**src/hdl/ssct_pkg.sv**
```systemverilog
// ----------------------------------------------------------------------------
// Sorted symbol code table package
// Shared widths, codes, entry type and key helpers for the table core.
// ----------------------------------------------------------------------------
package ssct_pkg;

  localparam int unsigned Capacity   = 128;
  localparam int unsigned MaxSymbols = 16;

  localparam int unsigned OpW     = 2;
  localparam int unsigned KeyW    = 8;
  localparam int unsigned CodeW   = 16;
  localparam int unsigned LenW    = 5;
  localparam int unsigned StatusW = 2;
  localparam int unsigned PosW    = 7;
  localparam int unsigned CountW  = 8;

  localparam int unsigned InW      = OpW + KeyW + CodeW + LenW;
  localparam int unsigned InBytesW = ((InW + 7) / 8) * 8;
  localparam int unsigned OutW     = StatusW + CodeW + LenW + PosW + CountW;
  localparam int unsigned OutBytesW = ((OutW + 7) / 8) * 8;

  typedef enum logic [OpW-1:0] {
    OP_INSERT = 2'd0,
    OP_REMOVE = 2'd1,
    OP_LOOKUP = 2'd2
  } op_e;

  typedef enum logic [StatusW-1:0] {
    STAT_OK        = 2'd0,
    STAT_FULL      = 2'd1,
    STAT_DUPLICATE = 2'd2,
    STAT_NOT_FOUND = 2'd3
  } status_e;

  typedef enum logic {
    S_IDLE,
    S_UPDATE
  } state_e;

  typedef struct packed {
    logic [KeyW-1:0]  key;
    logic [CodeW-1:0] bits;
    logic [LenW-1:0]  len;
  } entry_t;

  // per-cycle commands broadcast along the cell row
  typedef struct packed {
    logic ins_en;
    logic rem_en;
  } cell_ctrl_t;

  // handshake decisions from the sequencer
  typedef struct packed {
    logic in_ready;
    logic fire;
  } seq_ctrl_t;

  function automatic logic [KeyW-1:0] fold_upper(input logic [KeyW-1:0] c);
    logic [KeyW-1:0] r;
    r = c;
    if (c >= 8'h61 && c <= 8'h7A) begin
      r = c - 8'h20;
    end
    return r;
  endfunction

  // signed byte order: flip the sign bit, then compare unsigned
  function automatic logic key_less(input logic [KeyW-1:0] a, input logic [KeyW-1:0] b);
    return (a ^ 8'h80) < (b ^ 8'h80);
  endfunction

endpackage

```
**src/hdl/ssct_cell.sv**
```systemverilog
// ----------------------------------------------------------------------------
// Table cell
// Holds one entry, compares it with the broadcast key and shifts to or from
// its neighbors on insert and remove.
// ----------------------------------------------------------------------------
module ssct_cell
  import ssct_pkg::*;
(
  input  logic            clk_i,
  input  logic            rst_ni,
  input  logic            load_i,       // new command transfer, latch flags
  input  logic [KeyW-1:0] key_i,        // folded key of the incoming command
  input  logic            occ_i,        // this slot is below the fill count
  input  cell_ctrl_t      ctrl_i,
  input  entry_t          new_i,
  input  entry_t          left_i,
  input  logic            left_less_i,  // tie high on the first cell
  input  entry_t          right_i,
  output entry_t          entry_o,
  output logic            less_o,
  output logic            match_o
);

  entry_t entry_q, entry_d;
  logic   less_q, match_q;

  always_ff @(posedge clk_i or negedge rst_ni) begin
    if (!rst_ni) begin
      less_q  <= 1'b0;
      match_q <= 1'b0;
    end else if (load_i) begin
      less_q  <= occ_i && key_less(entry_q.key, key_i);
      match_q <= occ_i && (entry_q.key == key_i);
    end
  end

  // table is sorted: cells not below the key form the tail that moves
  always_comb begin
    entry_d = entry_q;
    if (ctrl_i.ins_en && !less_q) begin
      entry_d = left_less_i ? new_i : left_i;
    end else if (ctrl_i.rem_en && !less_q) begin
      entry_d = right_i;
    end
  end

  always_ff @(posedge clk_i) begin
    entry_q <= entry_d;
  end

  assign entry_o = entry_q;
  assign less_o  = less_q;
  assign match_o = match_q;

endmodule

```
**config.mk**
```make
export PLATFORM = sky130hd
export DESIGN_NAME = ssct_cell
export DESIGN_NICKNAME = d
export VERILOG_FILES = /design/src/hdl/ssct_pkg.sv /design/src/hdl/ssct_cell.sv
export SDC_FILE = /design/constraint.sdc
export NUM_CORES = 1
export LEC_CHECK = 0
export BUFFER_PORTS_ARGS = -buffer_cell sky130_fd_sc_hd__buf_2
export CORE_MARGIN = 2
export CORE_UTILIZATION = 35
export DETAILED_ROUTE_END_ITERATION = 8
export PLACE_DENSITY_LB_ADDON = 0.08
export SLEW_MARGIN = 20
export SYNTH_ARGS = -nofsm -noshare
export SYNTH_HDL_FRONTEND = slang
export SYNTH_SLANG_ARGS = --single-unit
```
**constraint.sdc**
```tcl
create_clock -name clk_i -period 2.1 [get_ports clk_i]
set_clock_uncertainty 0.2 [all_clocks]
set_input_delay 0.315 -clock clk_i [delete_from_list [all_inputs] [get_ports clk_i]]
set_output_delay 0.315 -clock clk_i [all_outputs]
set_load 0.01 [all_outputs]
```
==> results_dict.tcl, run 1 <==
set metrics [dict create \
    status "complete, no violations" \
    grt_setup_unrepaired "false" \
    synth_cell_types 25 \
    critPathKind "flip-flop to flip-flop" \
    cap_violations 0 \
    io-pin-count 133 \
    wirelength_um 4270 \
    cts_max_level 2 \
    synth_area_um2 1800 \
    path_max_fanout 58 \
    power.share.sequential 0.474 \
    fin_crit_sh 0.753 \
    syn_nets 272 \
    mostFrequentLayoutCell "buf_2" \
    drt_iter0_drc 86 \
    worstPathArrival_ns 1.39 \
    synth_cells 162 \
    slowest_stage "dfrtp_1" \
    required_ns 1.90 \
    synth-seq-cells 31 \
    p_sw_frac 0.286 \
    ys_warn_count 0 \
    holdWs_ns 0.0567 \
    r2r_slack_ns 0.52 \
    power.switching_uw 505 \
    fmax_ghz 0.632 \
    slowest_delay_ns 0.42 \
    hold_end "match_o$_DFFE_PN0P_" \
    hold_start "load_i" \
    path_clk_slew_ns 0.06 \
    die_w_um 75.6 \
    setup_viol 0 \
    hpwl_um 3370 \
    leakage_nw 1.33 \
    n_antenna_cell 0 \
    endpoint_kind "flip-flop" \
    relSlewSlack 0.624 \
    fin_cells 367 \
    reg2reg_from "less_o$_DFFE_PN0P_" \
    grtUsageTotal 0.159 \
    min_path_cells 2 \
    clock_sinks 31 \
    portBuffers 132 \
    vias 1639 \
    clock_path_buffers 2 \
    grt_pass1_vias 1505 \
    die-area_um2 5720 \
    worstHoldPathType "primary input to flip-flop" \
    dp_cells 358 \
    cts_buffers 5 \
    start_util 0.356 \
    wl_per_cell_um 11.6 \
    p_per_area_nw_per_um2 681 \
    grt_max_degree 59 \
    combPwrFrac 0.280 \
    setup_ws_ns 0.518 \
    min_period_ns 1.58 \
    clock_latency_ns 0.27 \
    cts_root_buf "clkbuf_8" \
    cts_tree "built" \
    grt_pass1_wl_um 6710 \
    layout-drive-gt1-share 0.485 \
    intPower_mw 1.26 \
    worst_slew_pin_slew_ns 0.564 \
    postRouteAntennaNets 0 \
    path_cells "nand2b_4 -> nand2_1 -> o21ai_1" \
    nets 406 \
    clkPwrFrac 0.247 \
    yosysSeqAreaShare 0.513 \
    timing.rr.end "entry_o[4]$_DFFE_PP_" \
    hold_viol_final 0 \
    tns_ns 0 \
    die_y_um 75.6 \
    overflow 0 \
    syn-mean-instance-area_um2 11.1 \
    drc 0 \
    pre_cts_slack_ns 0.421 \
    syn2layout_area_growth_pct 44.4 \
    mostFrequentLayoutCells "buf_2, nand2_1, mux2i_1, o21ai_1, edfxtp_1" \
    rows 26 \
    gp_congestion 0.715 \
    dr.pass1.iters 4 \
    vias_per_cell 4.47 \
    antenna_found_initial 0 \
    slew_violations 0 \
    core_um2 5040 \
    cp-start-kind "flip-flop" \
    max-vdd-ir-drop_mv 0.282 \
    rr_worst_depth 3 \
]
-- cells in the mapped netlist --
cell type  count  area share
o21ai_0        1      0.0028
ha_1           8       0.056
o21ai_1       29       0.081
buf_12         1       0.011
o21ai_2        1      0.0049
nor2_1         4      0.0084
mux2i_1       29        0.16
nand3_1        1      0.0028
o211ai_1       1      0.0042
nand2_1       30       0.063
buf_2          2      0.0056
edfxtp_1      29        0.49
clkbuf_4       1      0.0042
nand4_1        2      0.0070
o41ai_2        1      0.0091
dfrtp_1        2       0.028
clkbuf_1       1      0.0021
inv_1          9       0.019
nor2b_1        1      0.0035
buf_4          2      0.0084
a211oi_1       1      0.0042
a21oi_1        2      0.0056
buf_6          2       0.013
nand2b_1       1      0.0035
nand2b_4       1      0.0077
-- state kept, by name, indices dropped and copies added (netlist names) --
signal / count
match_o: 1
less_o: 1
entry_o: 29
-- through the flow --
step | utilization | power (mW) | area, um^2
final | 0.514 | 1.76 | 2590
after global routing | 0.514 | 1.91 | 2590
after CTS | 0.514 | 1.80 | 2590
after detailed placement | 0.496 | 1.35 | 2500
after global placement | 0.496 | 1.35 | 2500
after floorplan | - | 1.13 | 1800
-- worst max path at each step --
stage                        from  slack [ns]               endpoint
6_report       less_o$_DFFE_PN0P_        0.52   entry_o[4]$_DFFE_PP_
5_1_grt        less_o$_DFFE_PN0P_        0.38   entry_o[4]$_DFFE_PP_
4_1_cts        less_o$_DFFE_PN0P_        0.49  entry_o[24]$_DFFE_PP_
3_5_place_dp          left_less_i        0.42  entry_o[23]$_DFFE_PP_
3_3_place_gp          left_less_i        0.46  entry_o[23]$_DFFE_PP_
2_1_floorplan  less_o$_DFFE_PN0P_        0.27   entry_o[0]$_DFFE_PP_
-- repair_timing --
item | CTS | global route
hold buffers | 1 | 0
endpoints found under the hold margin | 2 | 0
endpoints found under the setup margin | 0 | 0
gates resized for setup | 0 | 0
buffers inserted | 0 | 0
-- worst max-delay path: cells and delay by family, from the launching register on --
| kind | cells | cell delay (ns) |
|---|---|---|
| compound gates | 1 | 0.08 |
| flops | 1 | 0.42 |
| simple gates | 2 | 0.58 |
-- final cells by class --
cell class / instances / area (um^2)
inverters: 9 / 33.8
multi-input cells: 113 / 764
clock buffers: 6 / 72.6
well taps: 70 / 87.6
flip-flops and latches: 31 / 921
fillers: 466 / 2450
clock inverters: 2 / 7.51
repair buffers: 136 / 706
-- kinds of logic after synthesis --
family,Yosys count,synth area share
AND/OR/NAND/NOR,40,0.0955
adder cells (fa/ha/maj),8,0.0558
multiplexers,29,0.162
buffers and inverters,18,0.0627
flip-flops,31,0.513
AO/OA/AOI/OAI,36,0.112
-- per-layer routing --
metal | part of all wire | track usage | vias up | wire, um
met5 | 0 | 0 | - | 0
met4 | 0.011 | 0.0468 | 0 | 49
met3 | 0.097 | 0.0648 | 6 | 412
met2 | 0.49 | 0.269 | 72 | 2090
met1 | 0.40 | 0.187 | 710 | 1720
li1 | - | - | 851 | -
-- power groups by stage --
| stage | clock [mW] | combinational [mW] | sequential (mW) |
|---|---|---|---|
| floorplan | 0 | 0.228 | 0.903 |
| finish | 0.435 | 0.493 | 0.836 |
| global placement | 0 | 0.499 | 0.850 |
| global route | 0.492 | 0.566 | 0.848 |
| detailed placement | 0 | 0.502 | 0.850 |
| CTS | 0.454 | 0.505 | 0.839 |
Power figures use the tool's default switching activity.
==> run 2: changes to the inputs <==
clock period = 1.65 ns   (was 2.1 ns; I/O delays follow)
==> results_dict.tcl, run 2 (same netlist as run 1, synthesis figures left out) <==
set metrics [dict create \
    status "complete, no violations" \
    fin_crit_sh 0.951 \
    worst_slew_pin_slew_ns 0.261 \
    mostFrequentLayoutCell "buf_2" \
    holdWs_ns 0.0221 \
    gp_congestion 0.757 \
    clock_sinks 31 \
    overflow 0 \
    cts_root_buf "clkbuf_8" \
    clock_path_buffers 2 \
    fin_area_um2 2660 \
    path_max_fanout 2 \
    core_um2 5040 \
    p_total_mw 2.28 \
    critPathKind "flip-flop to flip-flop" \
    relSlewSlack 0.826 \
    hold_start "occ_i" \
    endpoint_kind "flip-flop" \
    p_sw_frac 0.286 \
    grt_pass1_vias 1410 \
    grt_setup_unrepaired "true" \
    die_y_um 75.6 \
    fmax_ghz 0.638 \
    fin_cells 369 \
    io-pin-count 133 \
    startpoint "entry_o[22]$_DFFE_PP_" \
    leakage_nw 1.36 \
    required_ns 1.63 \
    reg2reg_from "entry_o[22]$_DFFE_PP_" \
    fin_util 0.528 \
    power.share.sequential 0.466 \
    cap_violations 0 \
    largest_reg_flops 29 \
    mostFrequentLayoutCells "buf_2, nand2_1, mux2i_1, o21ai_1, edfxtp_1" \
    max-vdd-ir-drop_mv 0.426 \
    intPower_mw 1.63 \
    start_util 0.356 \
    portBuffers 132 \
    power.switching_uw 653 \
    dp_cells 360 \
    rows 26 \
    die_w_um 75.6 \
    cts_max_level 2 \
    dr.pass1.iters 4 \
    antenna_found_initial 0 \
    setup_ws_ns 0.0816 \
    setup_viol 0 \
    pre_cts_slack_ns 0.0747 \
    nets 409 \
    hold_viol_final 0 \
    worstPathArrival_ns 1.55 \
    syn2layout_area_growth_pct 48.3 \
    wirelength_um 4250 \
    drc 0 \
    postRouteAntennaNets 0 \
    tns_ns 0 \
    die-area_um2 5720 \
    vias 1631 \
    grt_pass1_wl_um 6100 \
    cts_tree "built" \
    grt_max_degree 31 \
    hpwl_um 3370 \
    cts_setup_buffers 0 \
    min_period_ns 1.57 \
    clock_latency_ns 0.27 \
    p_per_area_nw_per_um2 857 \
    cp-start-kind "flip-flop" \
    grtUsageTotal 0.144 \
    vias_per_cell 4.42 \
    clkPwrFrac 0.241 \
    placed_cell_area_um2 2550 \
    cts_buffers 5 \
    slew_violations 0 \
    n_antenna_cell 0 \
    path_clk_slew_ns 0.06 \
    drt_iter0_drc 70 \
    wl_per_cell_um 11.5 \
    worstHoldPathType "primary input to flip-flop" \
    layout-drive-gt1-share 0.498 \
    combPwrFrac 0.293 \
]
[run 2: layout make-up]
class                   count  area [um^2]
clock inverters             2         8.76
fillers                   479         2380
flip-flops and latches     31          921
multi-input cells         113          787
well taps                  70         87.6
clock buffers               5         68.8
inverters                   9         33.8
repair buffers            139          756
[run 2: timing repair]
action                                  CTS  global route
hold buffers                              2             0
endpoints found under the setup margin    0             1
gates resized for setup                   0             2
hold endpoints to repair                  3             0
[run 2: metal layers]
metal,global-route usage,share of wire
met4,0.0487,0.017
met5,0,0
met1,0.154,0.38
met3,0.0569,0.10
met2,0.260,0.50
[run 2: path summary, 6_finish.rpt]
kind,to,slack [ns],cells after the start
max reg2reg,less_o$_DFFE_PN0P_,0.08,5
min,match_o$_DFFE_PN0P_,0.02,3
min reg2reg,match_o$_DFFE_PN0P_,0.31,2
max in group asynchronous,match_o$_DFFE_PN0P_,1.08,2
max,less_o$_DFFE_PN0P_,0.08,5
min in group asynchronous,less_o$_DFFE_PN0P_,0.08,2
[run 2: worst max-delay path, stage by stage (launching register included)]
cell,delay (ns)
edfxtp_1,0.39
ha_1,0.30
nor2b_1,0.13
o211ai_1,0.16
a21oi_1,0.10
o41ai_2,0.19
[run 2: power groups by stage]
stage          Combinational, mW  Clock [mW]  Sequential, mW
2_1_floorplan              0.293           0            1.15
3_3_place_gp               0.668           0            1.08
3_5_place_dp               0.671           0            1.08
4_1_cts                    0.676       0.572            1.07
5_1_grt                    0.758       0.601            1.08
6_report                   0.669       0.549            1.06
